`src/design/i2c_auth_responder_core_defines.svh`:
```
// Assertion macros shared by the block.
`ifndef I2C_AUTH_RESPONDER_CORE_DEFINES_SVH
`define I2C_AUTH_RESPONDER_CORE_DEFINES_SVH
// An implication that is checked whenever reset is released.
`define IAR_ASSERT_IMP(label, ante, cons, msg) \
  label: assert property (@(posedge clk) disable iff (!rst_n) (ante) |-> (cons)) \
    else $error(msg);
// An implication whose consequent is checked in the cycle after its antecedent.
`define IAR_ASSERT_NEXT(label, ante, cons, msg) \
  label: assert property (@(posedge clk) disable iff (!rst_n) (ante) |=> (cons)) \
    else $error(msg);
`endif

```
`src/design/iar_pkg.sv`:
```
`timescale 1ns / 1ps
package iar_pkg;
  localparam int CmdBufferBytes = 32;
  localparam int BufAw = $clog2(CmdBufferBytes);
  localparam int RespBytes = 16;

  localparam logic [2:0] CMD_START_WRITE = 3'd0;
  localparam logic [2:0] CMD_START_READ  = 3'd1;
  localparam logic [2:0] CMD_FINISH      = 3'd2;
  localparam logic [2:0] CMD_WRITE_BYTE  = 3'd4;
  localparam logic [2:0] CMD_READ_BYTE   = 3'd5;

  localparam logic [7:0] REG_NONCE   = 8'h30;
  localparam logic [7:0] REG_ROUND0  = 8'he9;
  localparam logic [7:0] REG_ROUND1  = 8'h87;
  localparam logic [7:0] REG_PHASE3  = 8'h40;
  localparam logic [7:0] REG_ZERO_LO = 8'h73;
  localparam logic [7:0] REG_ZERO_HI = 8'h76;

  localparam logic [63:0] KEY0 = 64'h9fb7fb2cc0360a1e;
  localparam logic [63:0] KEY1 = 64'h09216dba56a09c88;

  typedef enum logic [2:0] {
    ST_IDLE, ST_EXEC, ST_CIPHER, ST_SPREAD, ST_OUT
  } state_t;

  typedef struct packed {
    logic exec;
    logic cipher_start;
    logic spread;
  } cmd_t;

  typedef struct packed {
    logic need_cipher;
    logic cipher_done;
  } status_t;
endpackage

```
`src/design/iar_datapath.sv`:
```
`timescale 1ns / 1ps
`include "i2c_auth_responder_core_defines.svh"
module iar_datapath (
  input  logic              clk,
  input  logic              rst_n,
  input  logic [2:0]        in_command,
  input  logic [7:0]        in_data_byte,
  input  iar_pkg::cmd_t     cmd,
  output iar_pkg::status_t  sts,
  output logic [7:0]        result
);
  logic reading_r;
  logic [5:0] wcount_r;
  logic [7:0] wbuf [iar_pkg::CmdBufferBytes];
  logic [7:0] ptr_r;
  logic [7:0] resp_r [iar_pkg::RespBytes];
  logic [4:0] rlen_r, rpos_r;
  logic [7:0] cnt_r;
  logic p0_r, p1_r;
  logic [63:0] t0_r, t1_r;
  logic [7:0] result_r;

  // Cipher sequencer: keys run backwards from the last right rotation.
  logic [63:0] v_r, s_r;
  logic [5:0] step_r;
  logic rnd_r, busy_r;

  logic [63:0] gathered;
  always_comb begin
    gathered = '0;
    for (int i = 0; i < 8; i++) gathered = {gathered[55:0], wbuf[1 + 2 * i]};
  end

  logic is_round;
  assign is_round = (ptr_r == iar_pkg::REG_ROUND0 && p0_r) ||
                    (ptr_r == iar_pkg::REG_ROUND1 && p1_r);
  assign sts.need_cipher = (in_command == iar_pkg::CMD_START_READ) && is_round;
  assign sts.cipher_done = busy_r && (step_r == 6'd0) && rnd_r == 1'b0;

  // s at right step j (1..31) is key rotated left by 3*(31-j) bits total.
  function automatic logic [63:0] key_at(input logic r, input logic [7:0] c);
    key_at = (r ? iar_pkg::KEY1 : iar_pkg::KEY0) ^ ({56'd0, c} << 32);
  endfunction

  logic [63:0] s_cur;
  logic [7:0] tb;
  logic [2:0] sel;
  assign s_cur = s_r;
  assign tb = s_cur[63:56];
  assign sel = {tb[5], tb[7:6]};

  always_ff @(posedge clk) begin
    if (!rst_n) begin
      reading_r <= 1'b0; wcount_r <= '0; rlen_r <= '0; rpos_r <= '0;
      cnt_r <= '0; p0_r <= 1'b0; p1_r <= 1'b0; busy_r <= 1'b0;
      ptr_r <= '0; result_r <= '0;
    end else begin
      if (cmd.exec) begin
        unique case (in_command)
          iar_pkg::CMD_START_WRITE: begin
            reading_r <= 1'b0; wcount_r <= '0; result_r <= '0;
          end
          iar_pkg::CMD_START_READ: begin
            reading_r <= 1'b1; rpos_r <= '0; rlen_r <= 5'd16; result_r <= '0;
            for (int i = 0; i < iar_pkg::RespBytes; i++) resp_r[i] <= '0;
            if (ptr_r == iar_pkg::REG_NONCE) begin
              cnt_r <= 8'd1; p0_r <= 1'b0; p1_r <= 1'b0;
            end else if (ptr_r >= iar_pkg::REG_ZERO_LO &&
                         ptr_r <= iar_pkg::REG_ZERO_HI) begin
              rlen_r <= 5'd8;
            end else if (ptr_r == iar_pkg::REG_ROUND0 && p0_r) begin
              cnt_r <= cnt_r + 8'd1; p0_r <= 1'b0; v_r <= t0_r;
            end else if (ptr_r == iar_pkg::REG_ROUND1 && p1_r) begin
              cnt_r <= cnt_r + 8'd1; p1_r <= 1'b0; v_r <= t1_r;
            end
          end
          iar_pkg::CMD_FINISH: begin
            result_r <= '0;
            if (!reading_r && wcount_r > 6'd1) begin
              if (ptr_r == iar_pkg::REG_PHASE3) cnt_r <= cnt_r + 8'd2;
              else if (ptr_r == iar_pkg::REG_ROUND0 && wcount_r >= 6'd16) begin
                t0_r <= gathered; p0_r <= 1'b1;
              end else if (ptr_r == iar_pkg::REG_ROUND1 && wcount_r >= 6'd16) begin
                t1_r <= gathered; p1_r <= 1'b1;
              end
            end
          end
          iar_pkg::CMD_WRITE_BYTE: begin
            result_r <= '0;
            if (wcount_r < 6'd63) begin
              if ({2'b0, wcount_r} < 8'(iar_pkg::CmdBufferBytes)) begin
                wbuf[wcount_r[iar_pkg::BufAw-1:0]] <= in_data_byte;
                if (wcount_r == 6'd0) ptr_r <= in_data_byte;
              end
              wcount_r <= wcount_r + 6'd1;
            end
          end
          iar_pkg::CMD_READ_BYTE: begin
            result_r <= (rpos_r < rlen_r && rpos_r < 5'd16) ? resp_r[rpos_r[3:0]] : '0;
            if (rpos_r < 5'd16) rpos_r <= rpos_r + 5'd1;
          end
          default: result_r <= '0;
        endcase
      end
      if (cmd.cipher_start) begin
        // The last right rotation of round 1 leaves the key itself. The counter
        // used is the one bumped by this read start.
        busy_r <= 1'b1; rnd_r <= 1'b1; step_r <= 6'd31;
        s_r <= key_at(1'b1, cnt_r + 8'd1);
      end else if (busy_r) begin
        if (step_r != 6'd0) begin
          if (sel == 3'd0) v_r <= {v_r[31:0], ~v_r[63:32]};
          else if (sel == 3'd1) v_r <= {v_r[31:0], v_r[63:32]} ^ s_r;
          else if (sel == 3'd3) v_r <= {v_r[55:0], v_r[63:56]};
        end
        if (step_r == 6'd1) begin
          if (rnd_r) begin
            rnd_r <= 1'b0; step_r <= 6'd31; s_r <= key_at(1'b0, cnt_r);
          end else begin
            step_r <= 6'd0;
          end
        end else if (step_r == 6'd0) begin
          busy_r <= 1'b0;
        end else begin
          step_r <= step_r - 6'd1;
          s_r <= {s_r[60:0], s_r[63:61]};
        end
      end
      if (cmd.spread) begin
        resp_r[0] <= v_r[63:56]; resp_r[1] <= v_r[55:48];
        resp_r[4] <= v_r[47:40]; resp_r[5] <= v_r[39:32];
        resp_r[8] <= v_r[31:24]; resp_r[9] <= v_r[23:16];
        resp_r[12] <= v_r[15:8]; resp_r[13] <= v_r[7:0];
      end
    end
  end
  assign result = result_r;

  `IAR_ASSERT_NEXT(a_wcount_sat, wcount_r == 6'd63 && !cmd.exec, wcount_r == 6'd63, "count")
  `IAR_ASSERT_IMP(a_rpos_max, 1'b1, rpos_r <= 5'd16, "read position overflow")
  `IAR_ASSERT_IMP(a_start_idle, cmd.cipher_start, !busy_r, "cipher restarted")
endmodule

```
`src/design/iar_ctrl.sv`:
```
`timescale 1ns / 1ps
`include "i2c_auth_responder_core_defines.svh"
module iar_ctrl (
  input  logic             clk,
  input  logic             rst_n,
  input  logic             in_valid,
  output logic             in_ready,
  output logic             out_valid,
  input  logic             out_ready,
  input  iar_pkg::status_t sts,
  output iar_pkg::cmd_t    cmd
);
  iar_pkg::state_t state_r, state_nxt;

  always_ff @(posedge clk) begin
    if (!rst_n) state_r <= iar_pkg::ST_IDLE;
    else state_r <= state_nxt;
  end

  always_comb begin
    state_nxt = state_r;
    unique case (state_r)
      iar_pkg::ST_IDLE: if (in_valid) state_nxt = sts.need_cipher ? iar_pkg::ST_CIPHER
                                                               : iar_pkg::ST_OUT;
      iar_pkg::ST_CIPHER: if (sts.cipher_done) state_nxt = iar_pkg::ST_SPREAD;
      iar_pkg::ST_SPREAD: state_nxt = iar_pkg::ST_OUT;
      iar_pkg::ST_OUT: if (out_ready) state_nxt = iar_pkg::ST_IDLE;
      default: state_nxt = iar_pkg::ST_IDLE;
    endcase
  end

  always_comb begin
    in_ready = (state_r == iar_pkg::ST_IDLE);
    out_valid = (state_r == iar_pkg::ST_OUT);
    cmd.exec = in_ready && in_valid;
    cmd.cipher_start = in_ready && in_valid && sts.need_cipher;
    cmd.spread = (state_r == iar_pkg::ST_SPREAD);
  end

  `IAR_ASSERT_IMP(a_exclusive, 1'b1, !(in_ready && out_valid), "both sides open")
  `IAR_ASSERT_NEXT(a_spread_out, state_r == iar_pkg::ST_SPREAD,
    state_r == iar_pkg::ST_OUT, "spread not followed by output")
  `IAR_ASSERT_NEXT(a_hold, out_valid && !out_ready, out_valid, "result dropped")
endmodule

```
`src/design/i2c_auth_responder_core.sv`:
```
`timescale 1ns / 1ps
// I2C challenge-response target core: one transfer per bus event, one result byte per
// event. Ordinary events execute, then present the result. A read start on a pending
// round runs the inverse cipher sequencer, one step a cycle over both key rounds: 62
// steps, then a closing state with the step counter at zero, then the spread state that
// puts the word into the response, and only then is the result offered.
module i2c_auth_responder_core (
  input  logic       clk,
  input  logic       rst_n,
  input  logic       in_valid,
  output logic       in_ready,
  input  logic [2:0] in_command,
  input  logic [7:0] in_data_byte,
  output logic       out_valid,
  input  logic       out_ready,
  output logic [7:0] out_read_data
);
  iar_pkg::cmd_t cmd;
  iar_pkg::status_t sts;

  iar_ctrl u_ctrl (.clk, .rst_n, .in_valid, .in_ready, .out_valid, .out_ready,
    .sts, .cmd);
  iar_datapath u_dp (.clk, .rst_n, .in_command, .in_data_byte, .cmd, .sts,
    .result(out_read_data));
endmodule

```
`config.mk`:
```
export PLATFORM = sky130hd
export DESIGN_NAME = i2c_auth_responder_core
export DESIGN_NICKNAME = d
export VERILOG_FILES = /design/src/design/iar_pkg.sv /design/src/design/iar_datapath.sv /design/src/design/iar_ctrl.sv /design/src/design/i2c_auth_responder_core.sv
export VERILOG_INCLUDE_DIRS = /design/src /design/src/design
export SDC_FILE = /design/constraint.sdc
export NUM_CORES = 1
export LEC_CHECK = 0
export BUFFER_PORTS_ARGS = -buffer_cell sky130_fd_sc_hd__buf_2
export CAP_MARGIN = 40
export CORE_MARGIN = 4
export CORE_UTILIZATION = 35
export CTS_CLUSTER_SIZE = 16
export DETAILED_ROUTE_END_ITERATION = 8
export PLACE_DENSITY = 0.51
export REMOVE_ABC_BUFFERS = 1
export SKIP_CTS_REPAIR_TIMING = 1
export SLEW_MARGIN = 5
export SYNTH_ARGS = -nofsm -noshare
export SYNTH_HDL_FRONTEND = slang
export SYNTH_HIERARCHICAL = 1
export SYNTH_SLANG_ARGS = --single-unit
```
`constraint.sdc`:
```
create_clock -name clk -period 12.52 [get_ports clk]
set_input_delay 1.252 -clock clk [delete_from_list [all_inputs] [get_ports clk]]
set_output_delay 1.252 -clock clk [all_outputs]
set_load 0.01 [all_outputs]
```
== Word-level counts from Yosys, hierarchy flattened ==
Memories as Yosys holds them, arrays and structs flattened. A register that Yosys moved wholly into a read port is not among the register bits.
Index checks and enable logic that the tools add are counted.

* Memory bits (read-only): 0
* Bits in writable memories: 384
* Logic and storage cells: 207
* Output and inout port bits: 10
* Latch bits: 0
* Bits in registers: 310
* Memories: 2
* Input bits: 15

* Magnitude comparators: 8
* Add/subtract/negate cells: 5
* Bitwise gates (word level): 15
* Shift-type cells: 0
* Reduce and logical (&&, ||, !) cells: 40
* Equality and inequality tests: 32
* Multipliers: 0
* Div/mod/pow operators: 0
* Mux-type cells: 87

{| class="wikitable"
|+ Memories
! memory !! depth !! bits a word !! read ports !! clocked after Yosys merged registers in !! write ports !! line !! source
|-
| u_dp.wbuf || 32 || 8 || 8 || 0 || 1 || iar_datapath.sv:14 || <nowiki>logic [7:0] wbuf [iar_pkg::CmdBufferBytes];</nowiki>
|-
| u_dp.resp_r || 16 || 8 || 1 || 1 || 16 || iar_datapath.sv:16 || <nowiki>logic [7:0] resp_r [iar_pkg::RespBytes];</nowiki>
|}

{| class="wikitable"
|+ Operators with widths
! kind !! count
|-
| 64-bit 2-to-1 mux || 16
|-
| 8-bit 2-to-1 mux || 16
|-
| 64-bit bitwise XOR || 1
|-
| 60-bit 2-to-1 mux || 1
|-
| 15-bit NOT with 34-bit output || 1
|-
| 1-bit 2-to-1 mux || 33
|-
| 32-bit NOT || 1
|-
| 17-bit NOT with 26-bit output || 1
|-
| 6-bit 2-to-1 mux || 4
|-
| 5-bit 2-to-1 mux || 4
|-
| 8-bit == test, second input constant || 2
|-
| 8-bit case mux with 2 select lines || 1
|-
| 3-bit AND reduction || 5
|-
| 2-bit by 1-bit inequality test with 1-bit output, second input constant || 7
|-
| 7-bit AND reduction || 2
|-
| 3-bit by 2-bit == test with 1-bit output, second input constant || 4
|-
| 1-bit logical AND || 12
|-
| 6-bit zero test || 2
|-
| 6-bit less-than comparator, second input constant || 2
|-
| 3-bit 2-to-1 mux || 4
|-
| 3-bit by 2-bit inequality test with 1-bit output, second input constant || 4
|-
| 3-bit case mux with 4 select lines || 1
|-
| 6-bit case mux with 2 select lines || 1
|-
| 6-bit AND reduction || 2
|-
| 33 further kinds || 60
|}

== Depth between registers and ports, before layout ==
Gate-level depths: netlist (run 1).

* Depth in word-level cells: 14
* Mapped depth: 14
* Mapped depth without buffers: 10

== Modules after synthesis ==
Netlist (run 1), hierarchy kept.

{| class="wikitable"
|+ By module, submodules not included
! module !! sequential area each (µm²) !! times used !! cells each !! area an instance (µm²)
|-
| iar_datapath || 12642.1 || 1 || 1647 || 19612.6
|-
| iar_ctrl || 60.1 || 1 || 19 || 152.6
|}

== Worst setup path before layout (run 1) ==
Ideal clock, no wire load.

* Path kind: in2reg
* Start: input in_command[1]
* End: memory u_dp.resp_r[0][0], enable pin
* Path slack: 5.539 ns
* Buffers on the path: 1
* Cell stages on the path: 3
* Setup time: 0.574 ns
* Required time: 11.946 ns
* Arrival time: 6.406 ns
* Cell sequence: buf_2 -> or3b_2 -> o21ai_0

{| class="wikitable"
|+ RTL lines
! item !! line !! source
|-
| start: declaration || i2c_auth_responder_core.sv:12 || <nowiki>input logic [2:0] in_command,</nowiki>
|-
| end: declaration || iar_datapath.sv:16 ||
|}

==> results of run 1 <==
## sequential cells by signal, indices dropped and copies added (netlist names), 8 cells and up, named ones only
name         cells
u_dp/t1_r       64
u_dp/resp_r     64
u_dp/t0_r       64
u_dp/s_cur      64
u_dp/ptr_r       8
u_dp/v_r        64
u_dp/cnt_r       8
u_dp/result      8
u_dp/wbuf       64
## final timing paths
path | end | startpoint | cells past startpoint | slack, ns
setup / recovery | u_dp/v_r[54]$_DFFE_PP_ | in_command[0] | 12 | 7.84
hold / removal | u_dp/t1_r[25]$_DFFE_PP_ | u_dp/wbuf[9][1]$_DFFE_PP_ | 0 | 0.44
setup reg to reg | u_dp/v_r[54]$_DFFE_PP_ | u_dp/ptr_r[1]$_SDFFE_PN0P_ | 13 | 7.87
hold reg to reg | u_dp/t1_r[25]$_DFFE_PP_ | u_dp/wbuf[9][1]$_DFFE_PP_ | 0 | 0.44
## Yosys cell counts (3+ instances only)
cell,n
dfxtp_1,48
buf_6,6
nor2b_1,15
inv_1,78
buf_4,3
or3_1,12
and2_1,11
edfxtp_1,391
a21oi_1,92
and3_1,47
nor2_1,164
xor2_1,7
o221a_1,3
buf_2,12
a21boi_0,3
buf_1,8
mux4_2,16
a211oi_1,59
clkbuf_1,91
ha_1,9
nand2b_1,61
o22ai_1,72
nor4_1,5
xnor2_1,5
a22oi_1,5
a31oi_1,4
nand4_1,9
o22a_1,63
a32oi_1,4
nor3_1,20
o21ai_0,151
nand3_1,14
and3b_1,4
nor3b_1,9
nand2_1,106
o21a_1,5
mux2i_1,16
## layer usage
layer / share of wire, % / wire length (microns)
met1: 46 / 24700
met2: 45 / 24000
met3: 6.0 / 3190
met4: 2.5 / 1320
met5: 0 / 0
## layout make-up
cell class              count  area [sq um]  share of cell area [%]
flip-flops and latches    439         12700                    56.7
multi-input cells        1029          6310                    28.2
clock buffers              69          1320                    5.90
well taps                 748           936                    4.18
repair buffers             64           588                    2.63
inverters                  78           293                    1.31
clock inverters            21           239                    1.07
## worst reg2reg max path: stages (launching register included)
cell	delay (ns)
dfxtp_1	0.39
and4bb_2	0.37
nand4_1	0.10
buf_4	0.37
a21oi_1	0.44
and3_2	0.24
buf_4	0.49
nand2b_1	0.20
a311o_2	0.10
buf_4	0.61
a21o_1	0.42
buf_4	0.40
o21ai_0	0.20
o22ai_1	0.16
## cell families (layout without fill, tap and decap cells)
family	count (synthesis)	count (layout)	synth area share [%]
adders and majority gates	9	9	0.570
DFF	439	439	64.3
xor gates and xnor gates	12	12	0.532
muxes	32	32	2.63
buffers and inverters	198	232	4.12
AOI/OAI and AO/OA	480	480	15.4
and+or+nand+nor	496	496	12.5
## power breakdown
part | switching, mW | internal [mW]
clock network | 0.591 | 0.805
registers | 0.0196 | 1.60
logic | 0.0463 | 0.0268
## metrics by stage
stage / cells / hold WS [ns] / power (mW) / area (sq um)
finish: 2448 / 0.441 / 3.09 / 22400
floorplan: 1546 / 0.421 / 1.68 / 19200
global placement: 2344 / 0.422 / 1.72 / 20600
detailed placement: 2358 / 0.430 / 1.72 / 20800
CTS: 2448 / 0.442 / 3.13 / 22400
global route: 2448 / 0.455 / 3.20 / 22400
==> impl_metrics.yaml, run 1 <==
synth:
  synth_ff_type: "edfxtp_1"
  async_reset_ff_share_pct: 0
  yosysWarnings: 6
  yosysTopAreaCellShare_pct: 59.4
  yosysTopAreaCell: "edfxtp_1"
  synth-edff-count: 391
  ys_seq_area_share_pct: 64.3
  synthTopCellsByArea: "edfxtp_1, dfxtp_1, o21ai_0"
  syn_inst: 1666
  synth_area_per_cell_sq_um: 11.9
  ys_seq_elements: 439
  ys_types: 68
  synth.cell_area_sq_um: 19800
floorplan:
  die_w_microns: 246
  io_pins: 25
  rows: 86
  die_h_microns: 246
  dieArea_sq_um: 60300
  start_util_pct: 35.6
  core_sq_um: 55500
timing:
  final.setup.worst_slack_ns: 7.84
  hold_violations: 0
  rsz0062_at_grt: "false"
  fin_skew_ns: 0.0119
  fmax_mhz: 213
  period_share_pct: 37.4
  setup_viol: 0
  fin_crit_ns: 4.68
  slew_violations: 0
  worst_pin_slew_ns: 0.905
  relSlewSlack_pct: 39.7
  setup_tns_ns: 0
drt:
  ant_nets: 0
  drt_first_pass_iters: 5
  post_drt_via_cell_ratio: 5.39
  post-route-drc-count: 0
  vias: 13200
  drt-total-wl_microns: 53200
  wl_per_cell_microns: 21.7
  drtIter0Drc: 1090
finish:
  fillCellCount: 5308
  final_cell_mix: "edfxtp_1, nor2_1, o21ai_0"
  final_common_cell: "edfxtp_1"
  area_delta_synth_final_pct: 13.3
  finalCoreUtilization_pct: 40.3
  drive_above_1_share_pct: 10.0
  insertedDiodeCount: 0
  layout.nets: 1685
setup_path:
  cpMostUsedCell: "buf_4"
  path_cells: "buf_2 > or3b_2 > a21oi_1 > and3_2 > buf_4 > nand2b_1 > a311o_2 > buf_4 > a21o_1 > buf_4 > o21ai_0 > o22ai_1"
  worstSetupEndpointType: "flip-flop"
  critPathKind: "primary input to flip-flop"
  crit_buf_inv: 4
  cp_slowest_cell: "buf_4"
  required_ns: 12.95
  cp-start-kind: "primary input"
  cp_top_family: "buffers and inverters"
  arrival_ns: 5.11
  critPathMaxStageDelay_ns: 0.61
  crit_path_max_fanout: 65
pwr:
  power.leakage_nw: 7.28
  ir_drop_v: 0.0000954
  cellPowerDensity_nw_per_um2: 138
cts:
  clk_pin_slew_worst_paths_ns: 0.05
  root_buffer: "clkbuf_16"
  clock_sinks: 439
  clk_latency_ns: 0.60
  htree_levels: 2
  cts_tree: "yes"
  clockBufferDepth: 3
  numCtsBuffers: 49
min_path:
  hp-class: "flip-flop to flip-flop"
global_route:
  antenna_found_initial: 1
  overflow: 0
  gr-usage-all-layers_pct: 17.5
  first_global_vias: 12800
  gr-usage-met2_pct: 26.9
  grt_use_met3_pct: 2.42
  grt.met1_usage_pct: 25.9
  grt_max_degree: 104
  grt_busiest_layer: "met2"
  grt_pass1_wl_microns: 81200
status:
  status: "completed"
flow_run:
  maxCapViolCount: 0
placed_design:
  dp_slack_ns: 7.24
  port_buffers: 24
  hpwlAfterDp_microns: 33600
  gp_congestion: 0.817
Power figures use the tool's default switching activity.
==> run 2: changes to the inputs <==
--- a/config.mk
+++ b/config.mk
@@ -6,13 +6,14 @@
 export SDC_FILE = /design/constraint.sdc
 export NUM_CORES = 1
 export LEC_CHECK = 0
+export ABC_AREA = 1
 export BUFFER_PORTS_ARGS = -buffer_cell sky130_fd_sc_hd__buf_2
 export CAP_MARGIN = 40
 export CORE_MARGIN = 4
 export CORE_UTILIZATION = 35
 export CTS_CLUSTER_SIZE = 16
 export DETAILED_ROUTE_END_ITERATION = 8
-export PLACE_DENSITY = 0.51
+export PLACE_DENSITY = 0.53
 export REMOVE_ABC_BUFFERS = 1
 export SKIP_CTS_REPAIR_TIMING = 1
 export SLEW_MARGIN = 5
==> constraint.sdc (replaced) <==
create_clock -name clk -period 4.2 [get_ports clk]
set_input_delay 0.42 -clock clk [delete_from_list [all_inputs] [get_ports clk]]
set_output_delay 0.42 -clock clk [all_outputs]
set_load 0.01 [all_outputs]
==> impl_metrics.yaml, run 2 <==
status:
  status: "completed"
finish:
  final_common_cell: "edfxtp_1"
  drive_above_1_share_pct: 12.0
  area_delta_synth_final_pct: 12.6
  insertedDiodeCount: 0
  final_cell_mix: "edfxtp_1, nand2_1, nor2_1"
  layout.nets: 1913
setup_path:
  r2r_slack_ns: 0.74
  critPathMaxStageDelay_ns: 0.46
  crit_path_end: "u_dp/rnd_r$_SDFFCE_PP1P_"
  critPathKind: "flip-flop to flip-flop"
  critPathLaunch: "u_dp/ptr_r[7]$_SDFFE_PN0P_"
  rr_worst_depth: 11
  r2r_start: "u_dp/ptr_r[7]$_SDFFE_PN0P_"
  cp_slowest_cell: "clkinv_1"
  crit_buf_inv: 4
  worstSetupEndpointType: "flip-flop"
  crit_path_max_fanout: 25
  arrival_ns: 3.70
  cp-start-kind: "flip-flop"
  cp.depth: 11
  cp_top_family: "buffers and inverters"
  required_ns: 4.44
  r2r-end: "u_dp/rnd_r$_SDFFCE_PP1P_"
  path_cells: "nand2_1 > nor2_1 > nand3_4 > a21oi_1 > inv_1 > nor3_2 > clkinv_1 > nand2_1 > buf_4 > clkinv_1 > a211oi_1"
synth:
  synth-edff-count: 391
  yosysMostFrequentCell: "edfxtp_1"
  syn_inst: 1881
  yosysWarnings: 6
  yosysTopAreaCellShare_pct: 58.2
  synth.cell_area_sq_um: 20200
  ys_seq_elements: 439
  ys_seq_area_share_pct: 63.0
  yosysTopAreaCell: "edfxtp_1"
  synth_top_cells_by_count: "edfxtp_1, nand2_1, nor2_1"
  ys_types: 48
  async_reset_ff_share_pct: 0
  synth_area_per_cell_sq_um: 10.7
  synth_ff_type: "edfxtp_1"
  synthTopCellsByArea: "edfxtp_1, nand2_1, o211ai_1"
drt:
  drt-total-wl_microns: 51800
  drtIter0Drc: 1185
  post_drt_via_cell_ratio: 5.17
  drt_first_pass_iters: 5
  ant_nets: 0
  post-route-drc-count: 0
  vias: 13900
  wl_per_cell_microns: 19.3
floorplan:
  rows: 87
  dieArea_sq_um: 61500
  die_w_microns: 248
  start_util_pct: 35.6
  io_pins: 25
  die_h_microns: 248
  core_sq_um: 56700
timing:
  fin_skew_ns: 0.0204
  slew_violations: 0
  worst_pin_slew_ns: 0.824
  rsz0062_at_grt: "false"
  fin_crit_ns: 3.46
  setup_tns_ns: 0
  period_share_pct: 82.4
  hold_violations: 0
  setup_viol: 0
  fmax_mhz: 289
  relSlewSlack_pct: 45.1
pwr:
  power_frac_comb_pct: 5.9
  power.leakage_nw: 8.38
  p_clk_share_pct: 42.9
  swShare_pct: 22.7
  finalPower_mw: 9.49
  power_frac_seq_pct: 51.2
  ir_drop_v: 0.000325
  switching_power_mw: 2.15
  intPower_mw: 7.33
  cellPowerDensity_nw_per_um2: 418
global_route:
  grt_max_degree: 70
  grt_pass1_wl_microns: 80000
  first_global_vias: 12900
  antenna_found_initial: 0
  gr-usage-all-layers_pct: 16.7
  overflow: 0
flow_run:
  maxCapViolCount: 0
min_path:
  hp-class: "primary input to flip-flop"
cts:
  cts_tree: "yes"
  clockBufferDepth: 3
  root_buffer: "clkbuf_16"
  clk_latency_ns: 0.57
  clock_sinks: 439
  clk_pin_slew_worst_paths_ns: 0.06
  htree_levels: 2
  numCtsBuffers: 46
placed_design:
  port_buffers: 24
  gp_congestion: 0.828
  hpwlAfterDp_microns: 35300
run 2: worst min-delay path by stage:
stage | from | cells after the start | end | slack, ns
finish | in_data_byte[0] | 1 | u_dp/wbuf[11][0]$_DFFE_PP_ | 0.16
global route | in_data_byte[0] | 1 | u_dp/wbuf[3][0]$_DFFE_PP_ | 0.16
CTS | in_data_byte[0] | 1 | u_dp/wbuf[11][0]$_DFFE_PP_ | 0.14
detailed placement | u_dp/wbuf[11][3]$_DFFE_PP_ | 0 | u_dp/t0_r[19]$_DFFE_PP_ | 0.43
global placement | u_dp/wbuf[5][7]$_DFFE_PP_ | 0 | u_dp/t1_r[47]$_DFFE_PP_ | 0.42
floorplan | u_dp/wbuf[15][0]$_DFFE_PP_ | 0 | u_dp/t0_r[0]$_DFFE_PP_ | 0.42
run 2: per-layer routing:
layer / vias up / GRT usage, % / routed length [microns]
met5: - / 0 / 0
met4: 0 / 3.37 / 841
met3: 52 / 2.44 / 3140
met2: 417 / 25.9 / 23500
met1: 6703 / 25.2 / 24400
li1: 6688 / - / -
run 2: cell type report:
| cell class | instances | area, sq um |
|---|---|---|
| clock buffer | 60 | 1220 |
| clock inverter | 25 | 274 |
| fill | 5471 | 34000 |
| inverter | 199 | 747 |
| multi-input combinational | 1142 | 6250 |
| sequential | 439 | 12700 |
| tap | 756 | 946 |
| timing repair buffer | 61 | 571 |
run 2: through the flow:
step           instances  setup slack (ns)  hold slack (ns)  util (%)  area, sq um
2_1_floorplan       1780             -6.88            0.421         -        19600
3_3_place_gp        2587             0.863            0.423      37.0        21000
3_5_place_dp        2597             0.724            0.430      37.4        21200
4_1_cts             2682             0.742            0.142      40.0        22700
5_1_grt             2682             0.404            0.157      40.0        22700
6_report            2682             0.740            0.163      40.0        22700
run 2: kinds of logic after synthesis:
kind of cell	after synthesis	synth area share [%]
and+or+nand+nor	651	13.7
buffers and inverters	300	6.37
AOI/OAI and AO/OA	464	15.7
DFF	439	63.0
xor gates and xnor gates	18	0.782
adders and majority gates	9	0.558
run 2: worst reg2reg max path: stages, from the launching register on:
cell and delay, ns:
dfxtp_1 0.42, nand2_1 0.08, nor2_1 0.23, nand3_4 0.21
a21oi_1 0.27, inv_1 0.09, nor3_2 0.22, clkinv_1 0.46
nand2_1 0.25, buf_4 0.36, clkinv_1 0.28, a211oi_1 0.28
run 2: power groups by stage:
stage          clock network (mW)  logic, mW  registers (mW)
2_1_floorplan                   0      0.366            4.94
3_3_place_gp                    0      0.552            4.94
3_5_place_dp                    0      0.565            4.95
4_1_cts                      4.18      0.569            4.85
5_1_grt                      4.37      0.637            4.86
6_report                     4.07      0.563            4.86
==> run 3: changes to the inputs <==
--- a/config.mk
+++ b/config.mk
@@ -6,14 +6,14 @@
 export SDC_FILE = /design/constraint.sdc
 export NUM_CORES = 1
 export LEC_CHECK = 0
-export ABC_AREA = 1
+export ABC_AREA = 0
 export BUFFER_PORTS_ARGS = -buffer_cell sky130_fd_sc_hd__buf_2
 export CAP_MARGIN = 40
 export CORE_MARGIN = 4
 export CORE_UTILIZATION = 35
 export CTS_CLUSTER_SIZE = 16
 export DETAILED_ROUTE_END_ITERATION = 8
-export PLACE_DENSITY = 0.53
+export PLACE_DENSITY = 0.51
 export REMOVE_ABC_BUFFERS = 1
 export SKIP_CTS_REPAIR_TIMING = 1
 export SLEW_MARGIN = 5
==> constraint.sdc (replaced) <==
create_clock -name clk -period 3.6 [get_ports clk]
set_input_delay 0.36 -clock clk [delete_from_list [all_inputs] [get_ports clk]]
set_output_delay 0.36 -clock clk [all_outputs]
set_load 0.01 [all_outputs]
==> impl_metrics.yaml, run 3 (synthesis results as in run 1) <==
global_route:
  grt_max_degree: 114
  gr-usage-all-layers_pct: 17.8
  overflow: 0
  grt_pass1_wl_microns: 82100
  antenna_found_initial: 1
  first_global_vias: 12800
setup_path:
  arrival_ns: 3.33
  r2r-end: "u_dp/v_r[35]$_DFFE_PP_"
  critPathMaxStageDelay_ns: 0.45
  cp_slowest_cell: "o21ai_0"
  cp-start-kind: "flip-flop"
  worstSetupEndpointType: "flip-flop"
  crit_path_end: "u_dp/v_r[35]$_DFFE_PP_"
  r2r_start: "u_ctrl/state_r[2]$_SDFFE_PN0P_"
  rr_worst_depth: 9
  critPathKind: "flip-flop to flip-flop"
  required_ns: 3.91
  path_cells: "nor3_1 > and2_2 > nor2b_1 > nand3b_1 > nor2_2 > nand2_1 > buf_4 > o21ai_0 > o22ai_1"
  r2r_slack_ns: 0.58
  critPathLaunch: "u_ctrl/state_r[2]$_SDFFE_PN0P_"
  crit_path_max_fanout: 63
drt:
  drt_first_pass_iters: 5
  post_drt_via_cell_ratio: 5.43
  drtIter0Drc: 1183
  drt-total-wl_microns: 54400
  ant_nets: 0
  routed-wl-met2_microns: 24000
  top_layer: "met4"
  dr_wl_met3_microns: 3020
  post-route-drc-count: 0
  vias: 13300
  wirelength_met1_microns: 25700
  wl_per_cell_microns: 22.2
finish:
  finalCoreUtilization_pct: 40.4
  area_delta_synth_final_pct: 13.5
  final_cell_mix: "edfxtp_1, nor2_1, o21ai_0"
  drive_above_1_share_pct: 10.4
  instances_no_fill: 2452
  final_common_cell: "edfxtp_1"
  layout.nets: 1689
  insertedDiodeCount: 0
floorplan:
  die_w_microns: 246
  core_sq_um: 55500
  io_pins: 25
  rows: 86
  dieArea_sq_um: 60300
  die_h_microns: 246
  start_util_pct: 35.6
pwr:
  power_frac_seq_pct: 51.3
  p_clk_share_pct: 46.3
  power.leakage_nw: 7.33
  intPower_mw: 8.70
  power_frac_comb_pct: 2.3
  ir_drop_v: 0.000310
  switching_power_mw: 2.25
  cellPowerDensity_nw_per_um2: 488
  swShare_pct: 20.5
min_path:
  hp-class: "primary input to flip-flop"
timing:
  slew_violations: 0
  hold_violations: 0
  fin_crit_ns: 3.02
  fin_skew_ns: 0.0169
  setup_viol: 0
  fmax_mhz: 331
  relSlewSlack_pct: 41.5
  hold_slack_ns: 0.0746
  final.setup.worst_slack_ns: 0.579
  rsz0062_at_grt: "false"
  period_share_pct: 83.9
  worst_pin_slew_ns: 0.877
status:
  status: "completed"
cts:
  clk_latency_ns: 0.58
  numCtsBuffers: 49
  htree_levels: 2
  clk_pin_slew_worst_paths_ns: 0.06
  cts_tree: "yes"
  clock_sinks: 439
  clockBufferDepth: 3
  root_buffer: "clkbuf_16"
placed_design:
  dp_slack_ns: 0.480
  port_buffers: 24
  dp_cells: 2362
  gp_congestion: 0.834
  hpwlAfterDp_microns: 34400
flow_run:
  maxCapViolCount: 0
-- run 3: power groups by stage --
stage	Combinational [mW]	Clock, mW	Sequential, mW
floorplan	0.144	0	5.70
global placement	0.254	0	5.73
detailed placement	0.257	0	5.73
CTS	0.258	5.21	5.62
global route	0.288	5.42	5.63
finish	0.255	5.07	5.62
-- run 3: cell type report --
type / instances / area, sq um
clock buffer: 67 / 1350
fill: 5287 / 33100
inverter: 78 / 293
multi-input combinational: 1029 / 6310
timing repair buffer: 68 / 568
sequential: 439 / 12700
tap: 748 / 936
clock inverter: 23 / 288
-- run 3: critical path, delay by kind of cell (launching register included) --
| kind | cells | cell delay, ns |
|---|---|---|
| flops | 1 | 0.35 |
| compound gates | 2 | 0.57 |
| simple gates | 6 | 1.46 |
| buf+inv | 1 | 0.34 |
-- run 3: layer usage --
layer / vias up / track usage (%)
li1: 6227 / -
met1: 6606 / 26.4
met2: 394 / 26.5
met3: 78 / 2.66
met4: 0 / 6.44
met5: - / 0
-- run 3: worst min-delay path by stage --
| stage | slack (ns) | cells after the start | startpoint | end |
|---|---|---|---|---|
| global route | 0.08 | 3 | in_valid | u_ctrl/state_r[1]$_SDFFE_PN0P_ |
| CTS | 0.04 | 3 | in_valid | u_ctrl/state_r[1]$_SDFFE_PN0P_ |
| global placement | 0.42 | 0 | u_dp/wbuf[11][7]$_DFFE_PP_ | u_dp/t0_r[23]$_DFFE_PP_ |
| detailed placement | 0.43 | 0 | u_dp/wbuf[7][0]$_DFFE_PP_ | u_dp/t1_r[32]$_DFFE_PP_ |
| finish | 0.07 | 3 | in_valid | u_ctrl/state_r[1]$_SDFFE_PN0P_ |
| floorplan | 0.42 | 0 | u_dp/wbuf[15][0]$_DFFE_PP_ | u_dp/t0_r[0]$_DFFE_PP_ |
-- run 3: metrics by stage --
stage | cell area, sq um | setup TNS (ns) | power [mW]
2_1_floorplan | 19200 | -743.19 | 5.85
3_3_place_gp | 20800 | 0 | 5.98
3_5_place_dp | 20800 | 0 | 5.98
4_1_cts | 22400 | 0 | 11.1
5_1_grt | 22400 | 0 | 11.3
6_report | 22400 | 0 | 10.9
